### config.mk
export PLATFORM = sky130hd
export DESIGN_NAME = accel_tilt_angles_with_axis_mode
export DESIGN_NICKNAME = d
export VERILOG_FILES = /design/src/design/acct_pkg.sv /design/src/design/accel_tilt_angles_with_axis_mode.sv /design/src/design/acct_dp.sv /design/src/design/acct_ctrl.sv
export VERILOG_INCLUDE_DIRS = /design/src /design/src/design
export SDC_FILE = /design/constraint.sdc
export NUM_CORES = 1
export LEC_CHECK = 0
export ABC_AREA = 0
export BUFFER_PORTS_ARGS = -buffer_cell sky130_fd_sc_hd__buf_4
export CORE_ASPECT_RATIO = 0.5
export CORE_MARGIN = 5
export CORE_UTILIZATION = 45
export DETAILED_ROUTE_END_ITERATION = 16
export GPL_ROUTABILITY_DRIVEN = 0
export HOLD_SLACK_MARGIN = 0.15
export SLEW_MARGIN = 20
export SYNTH_ARGS = -nofsm -noshare
export SYNTH_HDL_FRONTEND = slang
export SYNTH_SLANG_ARGS = --single-unit
export TNS_END_PERCENT = 100
### constraint.sdc
create_clock -name i_clk -period 8.8 [get_ports i_clk]
set_clock_uncertainty 0.1 [all_clocks]
set_input_delay 1.32 -clock i_clk [delete_from_list [all_inputs] [get_ports i_clk]]
set_output_delay 1.32 -clock i_clk [all_outputs]
set_load 0.01 [all_outputs]
### src/design/accel_tilt_angles_with_axis_mode_macros.svh
// Assertion macros shared by the tilt angle block.
`ifndef ACCEL_TILT_ANGLES_WITH_AXIS_MODE_MACROS_SVH
`define ACCEL_TILT_ANGLES_WITH_AXIS_MODE_MACROS_SVH
`ifndef NO_ASSERTIONS
// Checked on every rising edge of i_clk, quiet while i_rst_n is low.
`define ACCT_ASSERT(lbl, prop) \
    lbl: assert property (@(posedge i_clk) disable iff (!i_rst_n) prop) \
        else $error("acct assertion failed");
// Checked on every rising edge of i_clk, reset included.
`define ACCT_ASSERT_ALWAYS(lbl, prop) \
    lbl: assert property (@(posedge i_clk) prop) else $error("acct assertion failed");
`else
`define ACCT_ASSERT(lbl, prop)
`define ACCT_ASSERT_ALWAYS(lbl, prop)
`endif
`endif

### src/design/acct_pkg.sv
// Types, constants and the arctangent table for the tilt angle block.
package acct_pkg;

    localparam int CORDIC_STEPS = 16;
    localparam int TABLE_LEN    = 24;
    localparam int ITER_W       = $clog2(CORDIC_STEPS);
    localparam int VEC_W        = 28;
    localparam int ACC_W        = 25;
    localparam logic signed [ACC_W-1:0] QUARTER_TURN = 25'sd2304000;
    localparam logic [16:0] INV_GAIN = 17'd39797;
    localparam logic [1:0] MODE_XY   = 2'd0;
    localparam logic [1:0] MODE_X    = 2'd1;
    localparam logic [1:0] MODE_Y    = 2'd2;

    typedef struct packed {
        logic              kind;
        logic signed [15:0] accel_x;
        logic signed [15:0] accel_y;
        logic signed [15:0] accel_z;
    } t_in_item;

    typedef struct packed {
        logic signed [14:0] pitch_centideg;
        logic signed [15:0] roll_centideg;
        logic               show_pitch;
        logic               show_roll;
        logic [1:0]         current_mode;
    } t_out_item;

    typedef enum logic [2:0] {
        S_IDLE, S_STEP1, S_GAIN, S_LOAD2, S_STEP2, S_FIN
    } t_state;

    typedef struct packed {
        logic              mode_adv;
        logic              load1;
        logic              step;
        logic              gain;
        logic              load2;
        logic              capture;
        logic [ITER_W-1:0] iter;
    } t_dp_cmd;

    // atan(2^-i) in 1/256 centidegree.
    function automatic logic signed [ACC_W-1:0] atan_tab(input logic [4:0] idx);
        logic signed [ACC_W-1:0] v;
        unique case (idx)
            5'd0:  v = 25'sd1152000;
            5'd1:  v = 25'sd680065;
            5'd2:  v = 25'sd359328;
            5'd3:  v = 25'sd182400;
            5'd4:  v = 25'sd91554;
            5'd5:  v = 25'sd45822;
            5'd6:  v = 25'sd22916;
            5'd7:  v = 25'sd11459;
            5'd8:  v = 25'sd5730;
            5'd9:  v = 25'sd2865;
            5'd10: v = 25'sd1432;
            5'd11: v = 25'sd716;
            5'd12: v = 25'sd358;
            5'd13: v = 25'sd179;
            5'd14: v = 25'sd90;
            5'd15: v = 25'sd45;
            5'd16: v = 25'sd22;
            5'd17: v = 25'sd11;
            5'd18: v = 25'sd6;
            5'd19: v = 25'sd3;
            5'd20: v = 25'sd1;
            5'd21: v = 25'sd1;
            default: v = '0;
        endcase
        return v;
    endfunction

endpackage

### src/design/accel_tilt_angles_with_axis_mode.sv
// Top level of the accelerometer tilt angle block with axis mode.
//
// Channel   Direction  Handshake                    Payload
// input     in         i_in_valid / o_in_ready      i_in_item  (t_in_item)
// output    out        o_out_valid / i_out_ready    o_out_item (t_out_item)
//
// A sample item reaches the output register by these steps: the first load
// at the edge that takes it, then sixteen roll steps, one gain multiply, one
// load and sixteen pitch steps of the shared CORDIC unit, then one capture
// that waits while the register holds an untaken result; no new item is taken until then.
// A double-click item is taken while idle and gives no result.
// Reset is synchronous and active low; it sets the axis mode to both.
// A result waiting in the output register does not stop the next item being
// taken; only a second finished result waits for the register to empty.
module accel_tilt_angles_with_axis_mode import acct_pkg::*; (
    input  logic      i_clk,
    input  logic      i_rst_n,
    input  logic      i_in_valid,
    output logic      o_in_ready,
    input  t_in_item  i_in_item,
    output logic      o_out_valid,
    input  logic      i_out_ready,
    output t_out_item o_out_item
);

    t_dp_cmd cmd;

    // The controller counts the steps of each pass and issues one command a cycle.
    acct_ctrl u_ctrl (
        .i_clk       (i_clk),
        .i_rst_n     (i_rst_n),
        .i_in_valid  (i_in_valid),
        .i_kind      (i_in_item.kind),
        .o_in_ready  (o_in_ready),
        .o_out_valid (o_out_valid),
        .i_out_ready (i_out_ready),
        .o_cmd       (cmd)
    );

    // The datapath holds the vector, the angle accumulator and the axis mode.
    acct_dp u_dp (
        .i_clk   (i_clk),
        .i_rst_n (i_rst_n),
        .i_cmd   (cmd),
        .i_item  (i_in_item),
        .o_item  (o_out_item)
    );

endmodule

### src/design/acct_dp.sv
// Datapath: shared CORDIC vectoring unit, gain multiplier, mode and result registers.
module acct_dp import acct_pkg::*; (
    input  logic      i_clk,
    input  logic      i_rst_n,
    input  t_dp_cmd   i_cmd,
    input  t_in_item  i_item,
    output t_out_item o_item
);

    logic signed [VEC_W-1:0] r_x, n_x, r_y, n_y, r_ax, n_ax, r_magc, n_magc;
    logic signed [ACC_W-1:0] r_acc, n_acc, r_roll_acc, n_roll_acc;
    logic                    r_zero, n_zero;
    logic [1:0]              r_mode, n_mode;
    t_out_item               r_out, n_out;

    logic signed [VEC_W-1:0] px, py, dx, dy, mag_sel;
    logic signed [ACC_W-1:0] tab, pitch_acc;
    logic [43:0]             prod;
    logic [4:0]              idx;

    function automatic logic signed [17:0] to_cd(input logic signed [ACC_W-1:0] a);
        logic signed [ACC_W:0] s;
        s = {a[ACC_W-1], a} + (ACC_W+1)'(128);
        return s[ACC_W:8];
    endfunction

    always_comb begin
        idx = 5'(i_cmd.iter);
        tab = atan_tab(idx);
        dx  = r_y >>> i_cmd.iter;
        dy  = r_x >>> i_cmd.iter;
        mag_sel = (r_zero || r_x < 0) ? '0 : r_x;
        prod = 44'(unsigned'(mag_sel[26:0])) * 44'(INV_GAIN) + 44'd32768;
        pitch_acc = r_zero ? '0 : r_acc;
        if (i_cmd.load1) begin
            px = VEC_W'(signed'({i_item.accel_z, 8'h00}));
            py = VEC_W'(signed'({i_item.accel_y, 8'h00}));
        end else begin
            px = r_magc;
            py = r_ax;
        end
    end

    always_comb begin
        logic signed [17:0] rc, pc;
        n_x = r_x; n_y = r_y; n_acc = r_acc; n_zero = r_zero;
        n_ax = r_ax; n_magc = r_magc; n_roll_acc = r_roll_acc;
        n_mode = r_mode; n_out = r_out;
        rc = to_cd(r_roll_acc);
        pc = to_cd(pitch_acc);
        if (i_cmd.mode_adv) begin
            n_mode = (r_mode >= MODE_Y) ? MODE_XY : r_mode + 2'd1;
        end
        if (i_cmd.load1 || i_cmd.load2) begin
            if (i_cmd.load1) begin
                n_ax = VEC_W'(signed'({i_item.accel_x, 8'h00}));
            end
            n_zero = (px == 0) && (py == 0);
            if (px < 0) begin
                if (py >= 0) begin
                    n_x = py; n_y = -px; n_acc = QUARTER_TURN;
                end else begin
                    n_x = -py; n_y = px; n_acc = -QUARTER_TURN;
                end
            end else begin
                n_x = px; n_y = py; n_acc = '0;
            end
        end
        if (i_cmd.step) begin
            if (r_y < 0) begin
                n_x = r_x - dx; n_y = r_y + dy; n_acc = r_acc - tab;
            end else begin
                n_x = r_x + dx; n_y = r_y - dy; n_acc = r_acc + tab;
            end
        end
        if (i_cmd.gain) begin
            n_magc = VEC_W'(prod[43:16]);
            n_roll_acc = r_zero ? '0 : r_acc;
        end
        if (i_cmd.capture) begin
            if (rc > 18'sd18000) rc = 18'sd18000;
            if (rc < -18'sd18000) rc = -18'sd18000;
            if (pc > 18'sd9000) pc = 18'sd9000;
            if (pc < -18'sd9000) pc = -18'sd9000;
            n_out.roll_centideg  = rc[15:0];
            n_out.pitch_centideg = pc[14:0];
            n_out.show_pitch     = (r_mode == MODE_XY) || (r_mode == MODE_X);
            n_out.show_roll      = (r_mode == MODE_XY) || (r_mode == MODE_Y);
            n_out.current_mode   = r_mode;
        end
    end

    always_ff @(posedge i_clk) begin
        if (!i_rst_n) begin
            r_mode <= MODE_XY;
        end else begin
            r_mode <= n_mode;
        end
        r_x <= n_x; r_y <= n_y; r_acc <= n_acc; r_zero <= n_zero;
        r_ax <= n_ax; r_magc <= n_magc; r_roll_acc <= n_roll_acc; r_out <= n_out;
    end

    assign o_item = r_out;

endmodule

### src/design/acct_ctrl.sv
// Controller: sequences the two vectoring passes and owns the handshakes.
`include "accel_tilt_angles_with_axis_mode_macros.svh"
module acct_ctrl import acct_pkg::*; (
    input  logic    i_clk,
    input  logic    i_rst_n,
    input  logic    i_in_valid,
    input  logic    i_kind,
    output logic    o_in_ready,
    output logic    o_out_valid,
    input  logic    i_out_ready,
    output t_dp_cmd o_cmd
);

    t_state            r_state, n_state;
    logic [ITER_W-1:0] r_iter, n_iter;
    logic              r_out_valid, n_out_valid;
    logic              last;

    assign last = (r_iter == ITER_W'(CORDIC_STEPS - 1));

    always_comb begin
        n_state = r_state;
        n_iter  = r_iter;
        n_out_valid = r_out_valid && !i_out_ready;
        o_in_ready = 1'b0;
        o_cmd = '0;
        o_cmd.iter = r_iter;
        unique case (r_state)
            S_IDLE: begin
                o_in_ready = 1'b1;
                if (i_in_valid) begin
                    if (i_kind) begin
                        o_cmd.mode_adv = 1'b1;
                    end else begin
                        o_cmd.load1 = 1'b1;
                        n_iter = '0;
                        n_state = S_STEP1;
                    end
                end
            end
            S_STEP1: begin
                o_cmd.step = 1'b1;
                n_iter = r_iter + 1'b1;
                if (last) n_state = S_GAIN;
            end
            S_GAIN: begin
                o_cmd.gain = 1'b1;
                n_state = S_LOAD2;
            end
            S_LOAD2: begin
                o_cmd.load2 = 1'b1;
                n_iter = '0;
                n_state = S_STEP2;
            end
            S_STEP2: begin
                o_cmd.step = 1'b1;
                n_iter = r_iter + 1'b1;
                if (last) n_state = S_FIN;
            end
            S_FIN: begin
                if (!r_out_valid || i_out_ready) begin
                    o_cmd.capture = 1'b1;
                    n_out_valid = 1'b1;
                    n_state = S_IDLE;
                end
            end
            default: n_state = S_IDLE;
        endcase
    end

    always_ff @(posedge i_clk) begin
        if (!i_rst_n) begin
            r_state <= S_IDLE;
            r_iter <= '0;
            r_out_valid <= 1'b0;
        end else begin
            r_state <= n_state;
            r_iter <= n_iter;
            r_out_valid <= n_out_valid;
        end
    end

    assign o_out_valid = r_out_valid;

    `ACCT_ASSERT(a_gain_then_load, r_state == S_GAIN |=> r_state == S_LOAD2)
    `ACCT_ASSERT(a_sample_starts, i_in_valid && o_in_ready && !i_kind |=> r_state == S_STEP1)
    `ACCT_ASSERT(a_fin_holds, r_state == S_FIN && r_out_valid && !i_out_ready |=> r_state == S_FIN)
    `ACCT_ASSERT(a_click_stays_idle, i_in_valid && o_in_ready && i_kind |=> r_state == S_IDLE)

endmodule

==> impl_metrics.env, run 1 <==
export IMPL_status="finished, final reports clean"
export IMPL_synth_area_leaders="edfxtp_1 (20%), fa_1 (12%), ha_1 (11%)"
export IMPL_cpLargestDelayFamily="adder cells"
export IMPL_syn2layout_area_growth_pct=7.85
export IMPL_core_area_um2=60800
export IMPL_grt_pass1_wl_um=123000
export IMPL_fill_cells=5824
export IMPL_maxCapViolCount=0
export IMPL_vias_per_cell=5.81
export IMPL_synth_top_area_cell="edfxtp_1"
export IMPL_syn_nets=3552
export IMPL_crit_buf_inv=5
export IMPL_cts_buffers=24
export IMPL_cp_required_ns=9.00
export IMPL_postCtsSetupBuffers=0
export IMPL_insertedDiodeCount=0
export IMPL_synth_ff_latch_count=210
export IMPL_multi_input_area_um2=19700
export IMPL_met3_usage=0.0391
export IMPL_cts_buffer_depth=3
export IMPL_die_h_um=185
export IMPL_min_period_over_period=0.869
export IMPL_async_flop_share=0
export IMPL_clk_latency_ns=0.55
export IMPL_seq_area_um2=6000
export IMPL_synthDistinctLibCells=88
export IMPL_cp_common_cell="fa_1"
export IMPL_met1_usage=0.316
export IMPL_grt_overflow_total=0
export IMPL_hold_buffers=0
export IMPL_h_tree_depth=1
export IMPL_port_buffer_count=89
export IMPL_drt_pass1_iter_count=6
export IMPL_clock_sinks=210
export IMPL_clkSlewWorstSetupHoldPaths_ns=0.07
export IMPL_cts_tree="built"
export IMPL_cts_root_buf="clkbuf_16"
export IMPL_vias=22800
export IMPL_hp_class="flop to flop"
export IMPL_place_hpwl_um=62400
export IMPL_synth_top_area_frac=0.196
export IMPL_antenna_found_initial=2
export IMPL_die_w_um=360
export IMPL_ant_nets=0
export IMPL_syn_area_um2=27500
export IMPL_grt_pass1_vias=22000
export IMPL_cp_slowest_cell="edfxtp_1"
export IMPL_worst_pin_slew_ns=1.05
export IMPL_worstSetupEndpointType="flop"
export IMPL_routed_wl_um=78800
export IMPL_num_rows=64
export IMPL_synth_edff_count=179
export IMPL_worstPathCellList="nor2_4 > nand2_1 > inv_1 > fa_1 > inv_1 > fa_1 > inv_1 > fa_1 > fa_1 > fa_1 > inv_1 > fa_1 > inv_1 > ha_1 > o21a_1 > o211ai_1 > a2111o_1 > a31o_2 > a211oi_1 > o211ai_1 > a211oi_1 > nor2_1 > xnor2_1"
export IMPL_fin_setup_tns_ns=0
export IMPL_final_cell_mix="inv_1 (318), nand2_1 (263), ha_1 (242)"
export IMPL_met2_usage=0.392
export IMPL_worstPathArrival_ns=7.85
export IMPL_rsz0062_at_grt="false"
export IMPL_initial_core_util=0.452
export IMPL_fin_crit_ns=7.65
export IMPL_cp_start_kind="flop"
export IMPL_dr_first_iter_drc_count=2202
export IMPL_grt_use_total=0.232
export IMPL_cts_resized=0
export IMPL_nNetsFinal=3552
export IMPL_synth_main_ff_cell="edfxtp_1"
export IMPL_critPathKind="flop to flop"
export IMPL_setup_viol=0
export IMPL_postSynthCellCount=3092
export IMPL_mostFrequentLayoutCell="inv_1"
export IMPL_drive_above_1_share=0.0875
export IMPL_ys_warn_count=0
export IMPL_drc=0
export IMPL_num_io_pins=90
export IMPL_timing_fmax_mhz=131
export IMPL_grt_busiest_layer="met2"
export IMPL_avgSynthCellArea_um2=8.89
export IMPL_relSlewSlack=0.294
export IMPL_final_hold_viol_count=0
export IMPL_die_area_um2=66400
export IMPL_drv_slew=0
export IMPL_grt_max_degree=69
export IMPL_synth_seq_area_share=0.218
export IMPL_routedWlPerCell_um=20.0
export IMPL_worstPathMaxFanout=17
export IMPL_crit_path_max_incr_delay_ns=0.69
path summary, 6_finish.rpt:
path / startpoint / end / slack, ns / cells after the start
setup / recovery: u_dp.r_x[27] / u_dp.r_magc[26] / 1.15 / 23
hold / removal: u_dp.r_mode[1] / u_dp.o_item[3] / 0.41 / 1
setup reg to reg: u_dp.r_x[27] / u_dp.r_magc[26] / 1.15 / 23
hold reg to reg: u_dp.r_mode[1] / u_dp.o_item[3] / 0.41 / 1
routing by layer:
metal	share of wire	up-vias
met4	0.027	2
met2	0.46	794
met1	0.44	11000
met3	0.077	122
li1	-	10900
met5	0.00015	-
flip-flops by register name (all words and copies together), names as in the netlist, 16 cells and up:
name / count
u_dp.r_x: 28
u_dp.r_y: 28
u_dp.tab: 21
u_dp.r_acc: 25
u_dp.r_ax: 16
u_dp.r_magc: 28
u_dp.r_roll_acc: 18
u_dp.o_item: 35
cell families after synthesis:
family / count (synthesis) / synth area share
and+or+nand+nor: 881 / 0.154
AOI/OAI and AO/OA: 693 / 0.159
buffers and inverters: 469 / 0.0656
adders and majority gates: 418 / 0.234
xor gates and xnor gates: 268 / 0.0854
DFF: 210 / 0.218
muxes: 153 / 0.0833
cells in the mapped netlist (59+ instances only):
master and count:
fa_1 165, nor3_1 59, edfxtp_1 179, clkbuf_1 94
mux2i_1 77, inv_1 318, o21ai_0 156, nor2_1 230
a21oi_1 215, nand2_1 264, ha_1 242, xnor2_1 176
nand3_1 61, xor2_1 92
layout make-up:
type | count | share of cell area
multi-input cells | 2413 | 0.666
flip-flops and latches | 210 | 0.202
inverters | 323 | 0.0409
well taps | 825 | 0.0348
repair buffers | 120 | 0.0308
clock buffers | 28 | 0.0208
clock inverters | 16 | 0.00447
per-stage QoR:
| step | cell area (µm²) | util | hold slack [ns] | setup WS, ns | instances |
|---|---|---|---|---|---|
| 2_1_floorplan | 27500 | - | 0.354 | 0.573 | 3092 |
| 3_3_place_gp | 28900 | 0.475 | 0.372 | 1.25 | 3891 |
| 3_5_place_dp | 28900 | 0.475 | 0.380 | 1.21 | 3891 |
| 4_1_cts | 29600 | 0.488 | 0.412 | 1.15 | 3935 |
| 5_1_grt | 29600 | 0.488 | 0.427 | 0.686 | 3935 |
| 6_report | 29600 | 0.488 | 0.407 | 1.15 | 3935 |
Power of run 1 is left out: the tool's default activity adds up to more than one toggle a clock period on the data nets, which glitch-free logic cannot reach.
==> run 2: changes to the inputs <==
--- a/config.mk
+++ b/config.mk
@@ -12,4 +12,5 @@
 export CORE_MARGIN = 5
 export CORE_UTILIZATION = 45
+export CTS_BUF_LIST = sky130_fd_sc_hd__clkbuf_8
 export DETAILED_ROUTE_END_ITERATION = 16
 export GPL_ROUTABILITY_DRIVEN = 0
==> constraint.sdc (replaced) <==
create_clock -name i_clk -period 8.8 [get_ports i_clk]
set_clock_uncertainty 0.1 [all_clocks]
set_input_delay 1.76 -clock i_clk [delete_from_list [all_inputs] [get_ports i_clk]]
set_output_delay 1.76 -clock i_clk [all_outputs]
set_load 0.01 [all_outputs]
==> impl_metrics.env, run 2 (synthesis gave the netlist of run 1 again) <==
export IMPL_crit_path_max_incr_delay_ns=0.69
export IMPL_worstPathMaxFanout=44
export IMPL_rsz0062_at_grt="false"
export IMPL_routedWlPerCell_um=19.7
export IMPL_cp_common_cell="fa_1"
export IMPL_final_hold_viol_count=0
export IMPL_hp_class="flop to flop"
export IMPL_grt_pass1_vias=22100
export IMPL_num_io_pins=90
export IMPL_worstPathArrival_ns=7.79
export IMPL_port_buffer_count=89
export IMPL_drive_above_1_share=0.0904
export IMPL_status="finished, final reports clean"
export IMPL_grt_overflow_total=0
export IMPL_hold_buffers=0
export IMPL_clk_latency_ns=0.59
export IMPL_clkSlewWorstSetupHoldPaths_ns=0.08
export IMPL_timing_fmax_mhz=132
export IMPL_cp_slowest_cell="edfxtp_1"
export IMPL_cp_start_kind="flop"
export IMPL_grt_pass1_wl_um=122000
export IMPL_cts_root_buf="clkbuf_8"
export IMPL_fin_crit_ns=7.59
export IMPL_setup_viol=0
export IMPL_worstPathCellList="nor2_4 > buf_4 > nand2_1 > xnor2_1 > fa_1 > inv_1 > fa_1 > fa_1 > fa_1 > inv_1 > fa_1 > inv_1 > ha_1 > o21ai_0 > a21oi_1 > o211ai_1 > a2111o_1 > a31o_2 > a211oi_1 > o211ai_1 > a211oi_1 > nor2_1 > xnor2_1"
export IMPL_vias=22800
export IMPL_drc=0
export IMPL_min_period_over_period=0.862
export IMPL_worstSetupEndpointType="flop"
export IMPL_cts_buffers=39
export IMPL_postCtsSetupBuffers=0
export IMPL_critPathKind="flop to flop"
export IMPL_die_h_um=185
export IMPL_die_w_um=360
export IMPL_cts_tree="built"
export IMPL_fin_setup_tns_ns=0
export IMPL_initial_core_util=0.452
export IMPL_cp_required_ns=9.00
export IMPL_final_cell_mix="inv_1 (332), nand2_1 (263), ha_1 (242)"
export IMPL_grt_max_degree=69
export IMPL_die_area_um2=66400
export IMPL_syn2layout_area_growth_pct=7.79
export IMPL_place_hpwl_um=61700
export IMPL_worst_pin_slew_ns=0.993
export IMPL_maxCapViolCount=0
export IMPL_placed_cells=3887
export IMPL_fin_util=0.488
export IMPL_holdWs_ns=0.376
export IMPL_antenna_found_initial=0
export IMPL_num_rows=64
export IMPL_clock_sinks=210
export IMPL_dr_first_iter_drc_count=1860
export IMPL_mostFrequentLayoutCell="inv_1"
export IMPL_routed_wl_um=77800
export IMPL_drt_pass1_iter_count=5
export IMPL_final_cells=3957
export IMPL_insertedDiodeCount=0
export IMPL_ant_nets=0
export IMPL_core_area_um2=60800
export IMPL_largest_register_ffs=35
export IMPL_relSlewSlack=0.331
export IMPL_nNetsFinal=3563
export IMPL_vias_per_cell=5.77
export IMPL_grt_use_total=0.230
export IMPL_drv_slew=0
export IMPL_cts_buffer_depth=3
export IMPL_cts_resized=0
export IMPL_h_tree_depth=2
-- run 2: changes by cell type in the layout (fill, tap and decap cells not counted), sizes merged --
cell	change
clkinv	+1
buf	-4
inv	+15
bufinv	+2
clkinvlp	-4
clkbuf	+12
-- run 2: path summary, 6_finish.rpt --
path | start | to | slack, ns | cells after the start
hold / removal | u_dp.r_mode[0] | u_dp.o_item[0] | 0.38 | 0
setup / recovery | u_dp.r_x[27] | u_dp.r_magc[26] | 1.21 | 23
hold reg to reg | u_dp.r_mode[0] | u_dp.o_item[0] | 0.38 | 0
setup reg to reg | u_dp.r_x[27] | u_dp.r_magc[26] | 1.21 | 23
-- run 2: final cells by class --
cell class / count / area, µm²
clock buffer: 40 / 551
clock inverter: 30 / 211
fill: 5781 / 31100
inverter: 323 / 1210
multi-input combinational: 2413 / 19700
sequential: 210 / 6000
tap: 825 / 1030
timing repair buffer: 116 / 883
-- run 2: worst max-delay path, delay by kind of cell, from the launching register on --
kind | cells | cell delay (ns)
AO/OA/AOI/OAI | 8 | 2.12
XOR/XNOR | 2 | 0.46
adder cells (fa/ha/maj) | 6 | 2.75
buffers and inverters | 4 | 0.59
flip-flops | 1 | 0.69
AND/OR/NAND/NOR | 3 | 0.60
-- run 2: metal layers --
layer	vias up	wire (µm)	global-route usage
li1	10900	-	-
met5	-	0	0
met1	11100	34300	0.310
met3	116	5580	0.0378
met4	0	1800	0.0510
met2	707	36200	0.392
-- run 2: through the flow --
| stage | setup WS (ns) | instance area [µm²] |
|---|---|---|
| 2_1_floorplan | 0.133 | 27500 |
| 3_3_place_gp | 1.41 | 28900 |
| 3_5_place_dp | 1.32 | 28900 |
| 4_1_cts | 1.31 | 29600 |
| 5_1_grt | 0.823 | 29600 |
| 6_report | 1.21 | 29600 |
Power of run 2 is left out for the same reason.
==> run 3: changes to the inputs <==
CORE_UTILIZATION = 50   (was 45)
PLACE_DENSITY = 0.66   (was default)
clock period = 8.83 ns   (was 8.8 ns; I/O delays follow)
==> impl_metrics.env, run 3 (synthesis gave the netlist of run 1 again) <==
export IMPL_status="finished, final reports clean"
export IMPL_cts_buffer_depth=3
export IMPL_clkSlewWorstSetupHoldPaths_ns=0.07
export IMPL_drc=0
export IMPL_initial_core_util=0.509
export IMPL_num_rows=60
export IMPL_rsz0062_at_grt="false"
export IMPL_fin_crit_ns=7.52
export IMPL_grt_overflow_total=0
export IMPL_r2r_end="u_dp.r_magc[26]"
export IMPL_worstSetupEndpointType="flop"
export IMPL_antenna_found_initial=1
export IMPL_final_cell_mix="inv_1 (328), nand2_1 (263), ha_1 (242)"
export IMPL_min_delay_start="u_dp.r_mode[1]"
export IMPL_cp_required_ns=9.06
export IMPL_cts_tree="built"
export IMPL_h_tree_depth=2
export IMPL_grt_use_total=0.252
export IMPL_place_hpwl_um=60700
export IMPL_cts_resized=0
export IMPL_die_h_um=176
export IMPL_ff2ff_path_depth=24
export IMPL_postCtsSetupBuffers=0
export IMPL_cts_root_buf="clkbuf_8"
export IMPL_vias=23000
export IMPL_die_w_um=342
export IMPL_worstPathArrival_ns=7.74
export IMPL_r2r_start="u_dp.r_x[27]"
export IMPL_grt_pass1_vias=22500
export IMPL_maxCapViolCount=0
export IMPL_ant_nets=0
export IMPL_port_buffer_count=89
export IMPL_num_io_pins=90
export IMPL_largest_register_ffs=35
export IMPL_core_area_um2=54100
export IMPL_drive_above_1_share=0.0907
export IMPL_routed_wl_um=77100
export IMPL_dr_first_iter_drc_count=2296
export IMPL_timing_fmax_mhz=133
export IMPL_holdWs_ns=0.406
export IMPL_clock_sinks=210
export IMPL_syn2layout_area_growth_pct=7.37
export IMPL_hp_class="flop to flop"
export IMPL_worst_pin_slew_ns=1.01
export IMPL_hold_end="u_dp.o_item[3]"
export IMPL_cts_buffers=39
export IMPL_hold_buffers=0
export IMPL_final_hold_viol_count=0
export IMPL_cp_start_kind="flop"
export IMPL_mostFrequentLayoutCell="inv_1"
export IMPL_vias_per_cell=5.98
export IMPL_min_period_over_period=0.851
export IMPL_drv_slew=0
export IMPL_grt_max_degree=66
export IMPL_setup_viol=0
export IMPL_worstPathMaxFanout=31
export IMPL_fill_cells=4940
export IMPL_routedWlPerCell_um=20.0
export IMPL_drt_pass1_iter_count=6
export IMPL_timing_final_ws_setup_ns=1.31
export IMPL_nNetsFinal=3563
export IMPL_relSlewSlack=0.328
export IMPL_die_area_um2=60100
export IMPL_clk_latency_ns=0.58
export IMPL_hold_path_cell_count=1
export IMPL_grt_pass1_wl_um=122000
export IMPL_fin_setup_tns_ns=0
export IMPL_place_ws_ns=1.31
export IMPL_critPathKind="flop to flop"
export IMPL_r2r_slack_ns=1.31
## run 3: cell count changes in the layout (fill, tap and decap cells not counted), sizes merged
cell      change
clkinvlp      +1
inv           -4
bufinv        -1
clkinv        -1
diode         +1
clkbuf        +5
## run 3: layout make-up
type                    instances  area, µm²  share of cell area
multi-input cells            2413      19700               0.669
flip-flops and latches        210       6000               0.203
inverters                     323       1210              0.0411
well taps                     713        892              0.0302
repair buffers                116        883              0.0299
clock buffers                  45        619              0.0210
clock inverters                25        165             0.00560
diodes                          1       2.50           0.0000848
## run 3: worst max-delay path by stage
stage                      start               to  cells past startpoint  slack (ns)
floorplan             i_in_valid      u_dp.tab[2]                     12        0.16
global placement    u_dp.r_x[27]  u_dp.r_magc[26]                     24        1.46
detailed placement  u_dp.r_x[27]  u_dp.r_magc[26]                     24        1.31
CTS                 u_dp.r_x[27]  u_dp.r_magc[26]                     24        1.30
global route        u_dp.r_x[27]  u_dp.r_magc[26]                     23        0.78
finish              u_dp.r_x[27]  u_dp.r_magc[26]                     24        1.31
## run 3: layer usage
| metal | GRT usage | vias up | routed length [µm] |
|---|---|---|---|
| met5 | 0 | - | 0 |
| met4 | 0.0650 | 0 | 2000 |
| met3 | 0.0470 | 144 | 6530 |
| met2 | 0.419 | 890 | 35600 |
| met1 | 0.343 | 11000 | 33000 |
| li1 | - | 10900 | - |
## run 3: stage by stage
stage | util | instances | instance area, µm²
global placement | 0.531 | 3775 | 28700
detailed placement | 0.531 | 3775 | 28700
global route | 0.546 | 3846 | 29500
floorplan | - | 3092 | 27500
finish | 0.546 | 3846 | 29500
CTS | 0.546 | 3845 | 29500
## run 3: worst max-delay path: stages (launching register included)
cell	delay, ns
edfxtp_1	0.68
nor2_4	0.37
buf_4	0.36
nand2_1	0.15
inv_1	0.20
ha_1	0.26
inv_1	0.07
fa_1	0.42
inv_1	0.10
fa_1	0.43
fa_1	0.48
fa_1	0.54
inv_1	0.05
fa_1	0.52
inv_1	0.04
ha_1	0.34
a21o_1	0.17
a211oi_1	0.06
a2111o_1	0.41
a31o_2	0.25
a211oi_1	0.42
o211ai_1	0.21
a211oi_1	0.38
nor2_1	0.10
xnor2_1	0.13
Power of run 3 is left out for the same reason.
